File: src/srfd_pkg.sv
// ----------------------------------------------------------------------------
// srfd_pkg
// Shared constants, codes and types of the serial receive FIFO with frame
// delimiter.
// ----------------------------------------------------------------------------
package srfd_pkg;

  localparam int DEPTH    = 256;
  localparam int MAX_READ = 64;

  localparam int ADDR_W = $clog2(DEPTH);
  localparam int FILL_W = $clog2(DEPTH + 1);
  localparam int CNT_W  = $clog2(MAX_READ + 1);

  localparam int BYTE_W    = 8;
  localparam int COUNT_IN_W = 7;
  localparam int KIND_W    = 2;
  localparam int CFG_IDX_W = 2;

  // wakeup when free space after the store drops below a quarter of the depth
  localparam logic [FILL_W-1:0] WAKE_FILL = FILL_W'(DEPTH - DEPTH / 4);
  localparam logic [FILL_W-1:0] FULL_FILL = FILL_W'(DEPTH);

  localparam logic OP_RX   = 1'b0;
  localparam logic OP_READ = 1'b1;

  localparam logic [KIND_W-1:0] KIND_RX    = 2'd0;
  localparam logic [KIND_W-1:0] KIND_DATA  = 2'd1;
  localparam logic [KIND_W-1:0] KIND_EMPTY = 2'd2;

  localparam logic [CFG_IDX_W-1:0] REG_DELIM_EN   = 2'd0;
  localparam logic [CFG_IDX_W-1:0] REG_DELIM_BYTE = 2'd1;

  typedef struct packed {
    logic push;       // store a received word, emit status
    logic load;       // start a read burst
    logic pop;        // pop one word, emit it
    logic empty_rsp;  // read on empty store
  } srfd_cmd_t;

  typedef struct packed {
    logic empty;
    logic stop;       // word popped this cycle ends the burst
  } srfd_sts_t;

  function automatic logic [ADDR_W-1:0] next_idx(input logic [ADDR_W-1:0] idx);
    next_idx = (idx == ADDR_W'(DEPTH - 1)) ? '0 : idx + 1'b1;
  endfunction

endpackage

File: src/srfd_ram.sv
// ----------------------------------------------------------------------------
// srfd_ram
// Generic single-write, single-read RAM with registered read data.
// ----------------------------------------------------------------------------
module srfd_ram #(
  parameter int WIDTH = 8,
  parameter int DEPTH = 256
) (
  input  logic                     clk,
  input  logic                     we,
  input  logic [$clog2(DEPTH)-1:0] waddr,
  input  logic [WIDTH-1:0]         wdata,
  input  logic [$clog2(DEPTH)-1:0] raddr,
  output logic [WIDTH-1:0]         rdata
);

  logic [WIDTH-1:0] mem [DEPTH];
  logic [WIDTH-1:0] rdata_r;

  always_ff @(posedge clk) begin
    if (we) begin
      mem[waddr] <= wdata;
    end
    rdata_r <= mem[raddr];
  end

  assign rdata = rdata_r;

endmodule

File: src/srfd_ctrl.sv
// ----------------------------------------------------------------------------
// srfd_ctrl
// Controller: accepts commands and sequences read bursts.
// ----------------------------------------------------------------------------
module srfd_ctrl (
  input  logic                clk,
  input  logic                rst_n,
  input  logic                start,
  input  logic                op,
  input  srfd_pkg::srfd_sts_t sts,
  output srfd_pkg::srfd_cmd_t cmd,
  output logic                busy
);

  localparam logic ST_IDLE = 1'b0;
  localparam logic ST_READ = 1'b1;

  logic state_r;
  logic state_nxt;

  always_comb begin
    state_nxt     = state_r;
    cmd           = '0;
    case (state_r)
      ST_IDLE: begin
        if (start) begin
          if (op == srfd_pkg::OP_RX) begin
            cmd.push = 1'b1;
          end else if (sts.empty) begin
            cmd.empty_rsp = 1'b1;
          end else begin
            cmd.load  = 1'b1;
            state_nxt = ST_READ;
          end
        end
      end
      ST_READ: begin
        cmd.pop = 1'b1;
        if (sts.stop) begin
          state_nxt = ST_IDLE;
        end
      end
      default: begin
        state_nxt = ST_IDLE;
      end
    endcase
  end

  always_ff @(posedge clk) begin
    if (!rst_n) begin
      state_r <= ST_IDLE;
    end else begin
      state_r <= state_nxt;
    end
  end

  assign busy = (state_r != ST_IDLE);

endmodule

File: src/srfd_dp.sv
// ----------------------------------------------------------------------------
// srfd_dp
// Datapath: ring store, indices, fill and burst counters, config registers
// and the result register.
// ----------------------------------------------------------------------------
module srfd_dp (
  input  logic                                   clk,
  input  logic                                   rst_n,
  input  srfd_pkg::srfd_cmd_t                    cmd,
  output srfd_pkg::srfd_sts_t                    sts,
  input  logic [srfd_pkg::BYTE_W-1:0]            in_rx_byte,
  input  logic [srfd_pkg::COUNT_IN_W-1:0]        in_max_count,
  input  logic                                   cfg_we,
  input  logic [srfd_pkg::CFG_IDX_W-1:0]         cfg_index,
  input  logic [srfd_pkg::BYTE_W-1:0]            cfg_wdata,
  output logic                                   out_valid,
  output logic [srfd_pkg::KIND_W-1:0]            out_kind,
  output logic [srfd_pkg::BYTE_W-1:0]            out_data,
  output logic                                   out_last,
  output logic                                   out_wakeup,
  output logic                                   out_overflow
);

  logic [srfd_pkg::ADDR_W-1:0] wr_idx_r, wr_idx_nxt;
  logic [srfd_pkg::ADDR_W-1:0] rd_idx_r, rd_idx_nxt;
  logic [srfd_pkg::FILL_W-1:0] fill_r, fill_nxt;
  logic [srfd_pkg::CNT_W-1:0]  cnt_r, cnt_nxt;
  logic                        dl_en_r;
  logic [srfd_pkg::BYTE_W-1:0] dl_byte_r;

  logic                        full;
  logic                        ram_we;
  logic [srfd_pkg::BYTE_W-1:0] rd_data;
  logic [srfd_pkg::FILL_W-1:0] fill_rx;
  logic                        wake;
  logic [srfd_pkg::CNT_W-1:0]  want;

  logic                        out_valid_r, out_valid_nxt;
  logic [srfd_pkg::KIND_W-1:0] out_kind_r, out_kind_nxt;
  logic [srfd_pkg::BYTE_W-1:0] out_data_r, out_data_nxt;
  logic                        out_last_r, out_last_nxt;
  logic                        out_wakeup_r, out_wakeup_nxt;
  logic                        out_overflow_r, out_overflow_nxt;

  assign full   = (fill_r == srfd_pkg::FULL_FILL);
  assign ram_we = cmd.push && !full;

  srfd_ram #(
    .WIDTH (srfd_pkg::BYTE_W),
    .DEPTH (srfd_pkg::DEPTH)
  ) u_ram (
    .clk   (clk),
    .we    (ram_we),
    .waddr (wr_idx_r),
    .wdata (in_rx_byte),
    .raddr (rd_idx_nxt),
    .rdata (rd_data)
  );

  assign fill_rx = full ? fill_r : fill_r + 1'b1;
  assign wake    = !dl_en_r || (in_rx_byte == dl_byte_r) || (fill_rx > srfd_pkg::WAKE_FILL);

  always_comb begin
    if (in_max_count == '0) begin
      want = srfd_pkg::CNT_W'(1);
    end else if (in_max_count > srfd_pkg::COUNT_IN_W'(srfd_pkg::MAX_READ)) begin
      want = srfd_pkg::CNT_W'(srfd_pkg::MAX_READ);
    end else begin
      want = srfd_pkg::CNT_W'(in_max_count);
    end
  end

  assign sts.empty = (fill_r == '0);
  assign sts.stop  = (fill_r == srfd_pkg::FILL_W'(1)) || (cnt_r == srfd_pkg::CNT_W'(1))
                     || (dl_en_r && (rd_data == dl_byte_r));

  always_comb begin
    wr_idx_nxt       = wr_idx_r;
    rd_idx_nxt       = rd_idx_r;
    fill_nxt         = fill_r;
    cnt_nxt          = cnt_r;
    out_valid_nxt    = 1'b0;
    out_kind_nxt     = out_kind_r;
    out_data_nxt     = out_data_r;
    out_last_nxt     = out_last_r;
    out_wakeup_nxt   = out_wakeup_r;
    out_overflow_nxt = out_overflow_r;
    if (cmd.push) begin
      if (!full) begin
        wr_idx_nxt = srfd_pkg::next_idx(wr_idx_r);
      end
      fill_nxt         = fill_rx;
      out_valid_nxt    = 1'b1;
      out_kind_nxt     = srfd_pkg::KIND_RX;
      out_data_nxt     = '0;
      out_last_nxt     = 1'b1;
      out_wakeup_nxt   = wake;
      out_overflow_nxt = full;
    end
    if (cmd.empty_rsp) begin
      out_valid_nxt    = 1'b1;
      out_kind_nxt     = srfd_pkg::KIND_EMPTY;
      out_data_nxt     = '0;
      out_last_nxt     = 1'b1;
      out_wakeup_nxt   = 1'b0;
      out_overflow_nxt = 1'b0;
    end
    if (cmd.load) begin
      cnt_nxt = want;
    end
    if (cmd.pop) begin
      rd_idx_nxt       = srfd_pkg::next_idx(rd_idx_r);
      fill_nxt         = fill_r - 1'b1;
      cnt_nxt          = cnt_r - 1'b1;
      out_valid_nxt    = 1'b1;
      out_kind_nxt     = srfd_pkg::KIND_DATA;
      out_data_nxt     = rd_data;
      out_last_nxt     = sts.stop;
      out_wakeup_nxt   = 1'b0;
      out_overflow_nxt = 1'b0;
    end
  end

  always_ff @(posedge clk) begin
    if (!rst_n) begin
      wr_idx_r    <= '0;
      rd_idx_r    <= '0;
      fill_r      <= '0;
      cnt_r       <= '0;
      out_valid_r <= 1'b0;
      dl_en_r     <= 1'b0;
      dl_byte_r   <= '0;
    end else begin
      wr_idx_r    <= wr_idx_nxt;
      rd_idx_r    <= rd_idx_nxt;
      fill_r      <= fill_nxt;
      cnt_r       <= cnt_nxt;
      out_valid_r <= out_valid_nxt;
      if (cfg_we && (cfg_index == srfd_pkg::REG_DELIM_EN)) begin
        dl_en_r <= cfg_wdata[0];
      end
      if (cfg_we && (cfg_index == srfd_pkg::REG_DELIM_BYTE)) begin
        dl_byte_r <= cfg_wdata;
      end
    end
  end

  always_ff @(posedge clk) begin
    out_kind_r     <= out_kind_nxt;
    out_data_r     <= out_data_nxt;
    out_last_r     <= out_last_nxt;
    out_wakeup_r   <= out_wakeup_nxt;
    out_overflow_r <= out_overflow_nxt;
  end

  assign out_valid    = out_valid_r;
  assign out_kind     = out_kind_r;
  assign out_data     = out_data_r;
  assign out_last     = out_last_r;
  assign out_wakeup   = out_wakeup_r;
  assign out_overflow = out_overflow_r;

  a_fill_bound: assert property (@(posedge clk) disable iff (!rst_n)
    fill_r <= srfd_pkg::FULL_FILL)
    else $error("fill count above depth");

  a_no_pop_empty: assert property (@(posedge clk) disable iff (!rst_n)
    cmd.pop |-> fill_r != '0)
    else $error("pop on empty store");

  a_push_grows: assert property (@(posedge clk) disable iff (!rst_n)
    (cmd.push && !full) |=> fill_r == $past(fill_r) + 1'b1)
    else $error("fill count did not grow on push");

  a_empty_last: assert property (@(posedge clk) disable iff (!rst_n)
    (out_valid && (out_kind == srfd_pkg::KIND_EMPTY || out_kind == srfd_pkg::KIND_RX))
      |-> out_last)
    else $error("single-word response without last");

endmodule

File: src/serial_rx_fifo_frame_delimiter.sv
// ----------------------------------------------------------------------------
// serial_rx_fifo_frame_delimiter
// Receive FIFO of a serial port with frame delimiter matching.
// ----------------------------------------------------------------------------
// A command is taken when start is high and busy is low. A receive word is
// handled as it is taken: its status result shows on the out_ ports the next
// cycle and the block is ready again at once. A read keeps busy high while its
// bytes are popped and delivers one byte per cycle through the result
// register, the pace being set by the single read port of the ring store; a
// read on an empty store answers with a single empty result. Each result is
// held for a single cycle with out_valid high and cannot be stalled. A full
// store drops the received byte and flags overflow. Configuration writes take
// effect at once and are meant to be issued while the block is idle.
module serial_rx_fifo_frame_delimiter (
  input  logic                                clk,
  input  logic                                rst_n,
  input  logic                                start,
  output logic                                busy,
  input  logic                                in_op,
  input  logic [srfd_pkg::BYTE_W-1:0]         in_rx_byte,
  input  logic [srfd_pkg::COUNT_IN_W-1:0]     in_max_count,
  output logic                                out_valid,
  output logic [srfd_pkg::KIND_W-1:0]         out_kind,
  output logic [srfd_pkg::BYTE_W-1:0]         out_data,
  output logic                                out_last,
  output logic                                out_wakeup,
  output logic                                out_overflow,
  input  logic                                cfg_we,
  input  logic [srfd_pkg::CFG_IDX_W-1:0]      cfg_index,
  input  logic [srfd_pkg::BYTE_W-1:0]         cfg_wdata
);

  srfd_pkg::srfd_cmd_t cmd;
  srfd_pkg::srfd_sts_t sts;

  srfd_ctrl u_ctrl (
    .clk   (clk),
    .rst_n (rst_n),
    .start (start),
    .op    (in_op),
    .sts   (sts),
    .cmd   (cmd),
    .busy  (busy)
  );

  srfd_dp u_dp (
    .clk          (clk),
    .rst_n        (rst_n),
    .cmd          (cmd),
    .sts          (sts),
    .in_rx_byte   (in_rx_byte),
    .in_max_count (in_max_count),
    .cfg_we       (cfg_we),
    .cfg_index    (cfg_index),
    .cfg_wdata    (cfg_wdata),
    .out_valid    (out_valid),
    .out_kind     (out_kind),
    .out_data     (out_data),
    .out_last     (out_last),
    .out_wakeup   (out_wakeup),
    .out_overflow (out_overflow)
  );

endmodule

File: config.mk
export PLATFORM = sky130hd
export DESIGN_NAME = serial_rx_fifo_frame_delimiter
export DESIGN_NICKNAME = d
export VERILOG_FILES = /design/src/srfd_pkg.sv /design/src/srfd_ram.sv /design/src/srfd_ctrl.sv /design/src/srfd_dp.sv /design/src/serial_rx_fifo_frame_delimiter.sv
export SDC_FILE = /design/constraint.sdc
export NUM_CORES = 2
export LEC_CHECK = 0
export ABC_CLOCK_PERIOD_IN_PS = 3200
export BUFFER_PORTS_ARGS = -buffer_cell sky130_fd_sc_hd__buf_2
export CORE_MARGIN = 4
export CORE_UTILIZATION = 30
export DETAILED_ROUTE_END_ITERATION = 8
export PLACE_DENSITY = 0.53
export SETUP_SLACK_MARGIN = 0.3
export SYNTH_ARGS = -nofsm -noshare
export SYNTH_HDL_FRONTEND = slang
export SYNTH_SLANG_ARGS = --single-unit
File: constraint.sdc
create_clock -name clk -period 3.2 [get_ports clk]
set_clock_uncertainty 0.05 [all_clocks]
set_input_delay 0.16 -clock clk [delete_from_list [all_inputs] [get_ports clk]]
set_output_delay 0.16 -clock clk [all_outputs]
set_load 0.05 [all_outputs]
==> Flow_metrics.wiki <==
{| class="wikitable"
! Metric !! Value
|-
| Outcome || finished, violations left
|-
| Violations in the final reports || setup timing
|-
| Synthesis-to-finish area growth || 25.43%
|-
| First-pass GRT wire length || ~350 mm
|-
| Routing layer with the top usage in global route || met2
|-
| Total nets after synthesis || 4,987
|-
| Post-synthesis instance area || 83,190 um2
|-
| Final Net Count || 5,852
|-
| Max incr delay on CP || 0.51 ns
|-
| Average size of a mapped cell || 16.82 um2
|-
| Starting density of the core || ~30%
|-
| Capture point of the worst reg-to-reg path || u_dp.u_ram.rdata[4]
|-
| I/O Buffers || 44
|-
| List of cells traversed by the critical path || ha_4, nand4_1, o21ai_4, buf_6, buf_12, buf_16, buf_4, mux4_2, o21ai_1, nor2_1, o22ai_4, buf_4, nor4_4, buf_4, and4_1
|-
| Setup CP Type || flip-flop to flip-flop
|-
| Fin crit share || 104.6%
|-
| Top-count cell post-synth || sky130_fd_sc_hd__edfxtp_1
|-
| Number of maximum-capacitance constraint violations || 0
|-
| WL/cell || 24.59 um
|-
| Sum of overflow across all layers after global routing || 0
|-
| Share of post-route cells with drive strength above 1 || 30.57%
|-
| Clock slew at the register clock pins of the worst setup and hold paths || 0.06 ns
|-
| Area of all placed cells without fillers || 104,400 um2
|-
| IR drop worst, VDD || 593.5 uV
|-
| Wire length after detailed routing || 238.4 mm
|-
| Number of enable-type register cells in the synthesized netlist || 2,057
|-
| Placer's final routability congestion estimate || 0.8408
|-
| Multi-input gate area in the final layout || 20,320 um2
|-
| Setup Slack @ Placement || -1.010 ns
|-
| Number of vias per cell after detailed routing || 5.035
|-
| M3 GR Usage || ~2.6%
|-
| Number of buffers created by CTS || 207
|-
| Placeable core region || 276,300 um2
|-
| Critical Path Fanout Max || 10
|-
| Top post-synthesis cells by count || sky130_fd_sc_hd__edfxtp_1, sky130_fd_sc_hd__nand2_1, sky130_fd_sc_hd__nor2_1, sky130_fd_sc_hd__mux4_2, sky130_fd_sc_hd__clkbuf_1
|-
| Final core utilization || between 30% and 40%
|-
| Critical Path RT || around 3.9 ns
|-
| Die height || 534.6 um
|-
| Drt pass-1 iters || 5
|-
| Remaining DRCs || 0
|-
| Number of cells on the worst reg-to-reg path || 15
|-
| Startpoint type of the worst setup path || flip-flop
|-
| DR iter-0 viols || between 4,000 and 5,000
|-
| Dpl hpwl || between 150 and 200 mm
|-
| Reg-to-reg critical path startpoint || u_dp.rd_idx_r[1]
|-
| Final worst path period need || 3.346 ns
|-
| Biggest area consumer among synthesized cells || sky130_fd_sc_hd__edfxtp_1
|-
| CTS H-tree lvls || 4
|-
| Most prevalent standard cell on the critical path || sky130_fd_sc_hd__buf_4
|-
| Initial antenna violation count || 8
|-
| Main area contributors after synthesis || sky130_fd_sc_hd__edfxtp_1, sky130_fd_sc_hd__mux4_2, sky130_fd_sc_hd__nand2_1
|-
| Share of flip-flops with an asynchronous set or reset || 0%
|-
| Hold Crit Class || input pin to flip-flop
|-
| I/O pin count || 45
|-
| Met2 usage in global routing || 26.48%
|-
| Num Clock Sinks || 2,112
|-
| Buffer levels on the longest clock path || 3
|-
| Chip Width || 534.6 um
|-
| Buffer cell driving the clock tree root || sky130_fd_sc_hd__clkbuf_16
|-
| Fill cell total of the finished layout || about 26,000
|-
| CTS tree || built
|-
| Hold worst-path end || u_dp.cnt_r[4]
|-
| Post-Synthesis Cells || 4,946
|-
| Hold path startpoint || in_max_count[4]
|-
| Number of global-route vias before repair || 48,950
|-
| Yosys top cell area share || 74.25%
|-
| Max Freq || approximately 300 MHz
|-
| Die area || 285,800 um2
|-
| Library cell contributing the largest single delay on the critical path || sky130_fd_sc_hd__mux4_2
|-
| Relative slew slack || 3.457%
|-
| Hold Path Stages || 4
|-
| Reg2Reg Setup Slack || -0.15 ns
|-
| Number of distinct standard cells referenced by the synthesized netlist || 64
|-
| Seq cells post-synth || 2,112
|-
| Final hold slack || 0.09350 ns
|-
| Most common flop cell mapped by yosys || sky130_fd_sc_hd__edfxtp_1
|-
| Sum of negative setup slack || -0.9378 ns
|-
| Number of rows in the core area || 193
|-
| Overall Power || about 85 mW
|-
| Global Route met1 Usage || 22.62%
|-
| Category of the worst setup path capture point || flip-flop
|-
| Clock latency of the later-clocked register in the worst-skew pair || 0.87 ns
|-
| Remaining antenna violation count || 0
|-
| Share of the yosys chip area belonging to registers || 75.57%
|-
| Minimum setup slack in the final design || -0.1458 ns
|-
| Post-Layout Cell Count || between 9,000 and 10,000
|-
| Max-slew violation count || 0
|-
| Global-route total usage across every layer || 16.31%
|-
| Register cell area after layout || roughly 63,000 um2
|-
| Transition at the pin with the smallest max-transition slack || 1.438 ns
|-
| Leakage power figure || 34.48 nW
|-
| Setup repair after global routing missed its margin || true
|-
| Routed vias || 48,830
|-
| Largest net degree at the start of global routing || 151
|-
| # placed instances || ~9,200
|-
| Final setup violation count || 8
|-
| Instance area after placement || 94,490 um2
|-
| Worst Path Arrival || 4.04 ns
|-
| Final Hold Vio Count || 0
|-
| Yosys warning total || 0
|-
| Power Density || 816.8 nW/um2
|}
-- critical path, delay by kind of cell (launching register included) --
kind,cells,cell delay [ns]
multiplexers,1,0.51
flip-flops,1,0.35
buffers and inverters,6,1.03
AO/OA/AOI/OAI,3,0.67
AND/OR/NAND/NOR,4,0.48
adder cells (fa/ha/maj),1,0.14
-- cells in the final DEF (no fill, tap or decap), drive strengths merged, types with 18 or more instances in the layout --
cell	count
inv	47
o21ai	157
bufinv	20
nor2	362
o22ai	40
a21oi	209
nor3	202
nand2	581
mux4	317
dlygate4sd3	38
o31ai	18
a221oi	22
nor4	63
o221ai	28
edfxtp	2057
buf	950
nand3	48
mux2i	33
a32o	85
o211ai	29
dfxtp	55
clkinv	80
clkbuf	276
xor2	26
a32oi	77
-- worst max-delay path by stage --
stage	start	slack (ns)	cells after the start	endpoint
final	u_dp.rd_idx_r[1]	-0.15	15	u_dp.u_ram.rdata[4]
after detailed placement	u_dp.rd_idx_r[0]	-1.01	13	u_dp.u_ram.rdata[6]
after CTS	u_dp.rd_idx_r[0]	-0.17	14	u_dp.u_ram.rdata[6]
after floorplan	u_ctrl.busy	0.33	9	u_dp.u_ram.mem[144][0]
after global routing	u_dp.rd_idx_r[1]	-0.24	17	u_dp.u_ram.rdata[4]
after global placement	u_dp.rd_idx_r[0]	-1.02	13	u_dp.u_ram.rdata[6]
-- logic make-up (layout without fill, tap and decap cells) --
group,after synthesis,in the layout,share of synthesized area (%)
other cells,0,5,0
mux,351,351,8.992
flops,2112,2112,75.57
buf+inv,381,1422,2.166
simple gates,1332,1332,6.858
compound gates,722,722,5.855
fa+ha+maj,11,11,0.1654
xor+xnor,37,37,0.3895
-- power breakdown --
part	switching, mW	internal, mW	total [mW]	leakage, nW
combinational	15.3	14.7	29.9	12.3
clock	10.5	13.8	24.3	3.27
sequential	0.327	30.6	31.0	18.9
-- sequential cells by signal, summed over array words and instances (netlist names) --
signal	cells
u_dp.u_ram.mem	2048
u_dp.out_valid	1
u_dp.out_data	8
u_dp.out_overflow	1
u_ctrl.busy	1
u_dp.dl_byte_r	8
u_dp.rd_idx_r	8
u_dp.dl_en_r	1
u_dp.wr_idx_r	8
u_dp.out_last	1
u_dp.u_ram.rdata	8
u_dp.fill_r	9
u_dp.cnt_r	7
u_dp.out_kind	2
u_dp.out_wakeup	1
-- layer usage --
metal	up-vias	wire [um]
li1	21360	-
met1	25540	103800
met2	1583	114100
met3	342	13870
met4	4	6637
met5	-	27
-- final cells by class --
type / count / share of cell area (%)
flip-flops and latches: 2112 / 60.26
multi-input cells: 2453 / 19.47
repair buffers: 994 / 9.170
clock buffers: 272 / 5.317
well taps: 3705 / 4.442
clock inverters: 113 / 1.176
inverters: 43 / 0.1583
diodes: 5 / 0.01199
-- timing repair --
action                     4_1_cts  5_1_grt
hold buffers                    38        0
setup endpoints to repair     1171     1608
resized for setup              244      136
hold endpoints to repair       642        0
pin swaps                       41       30
buffers inserted                59       13
cloned                           7        4
Power figures use the tool's default switching activity.
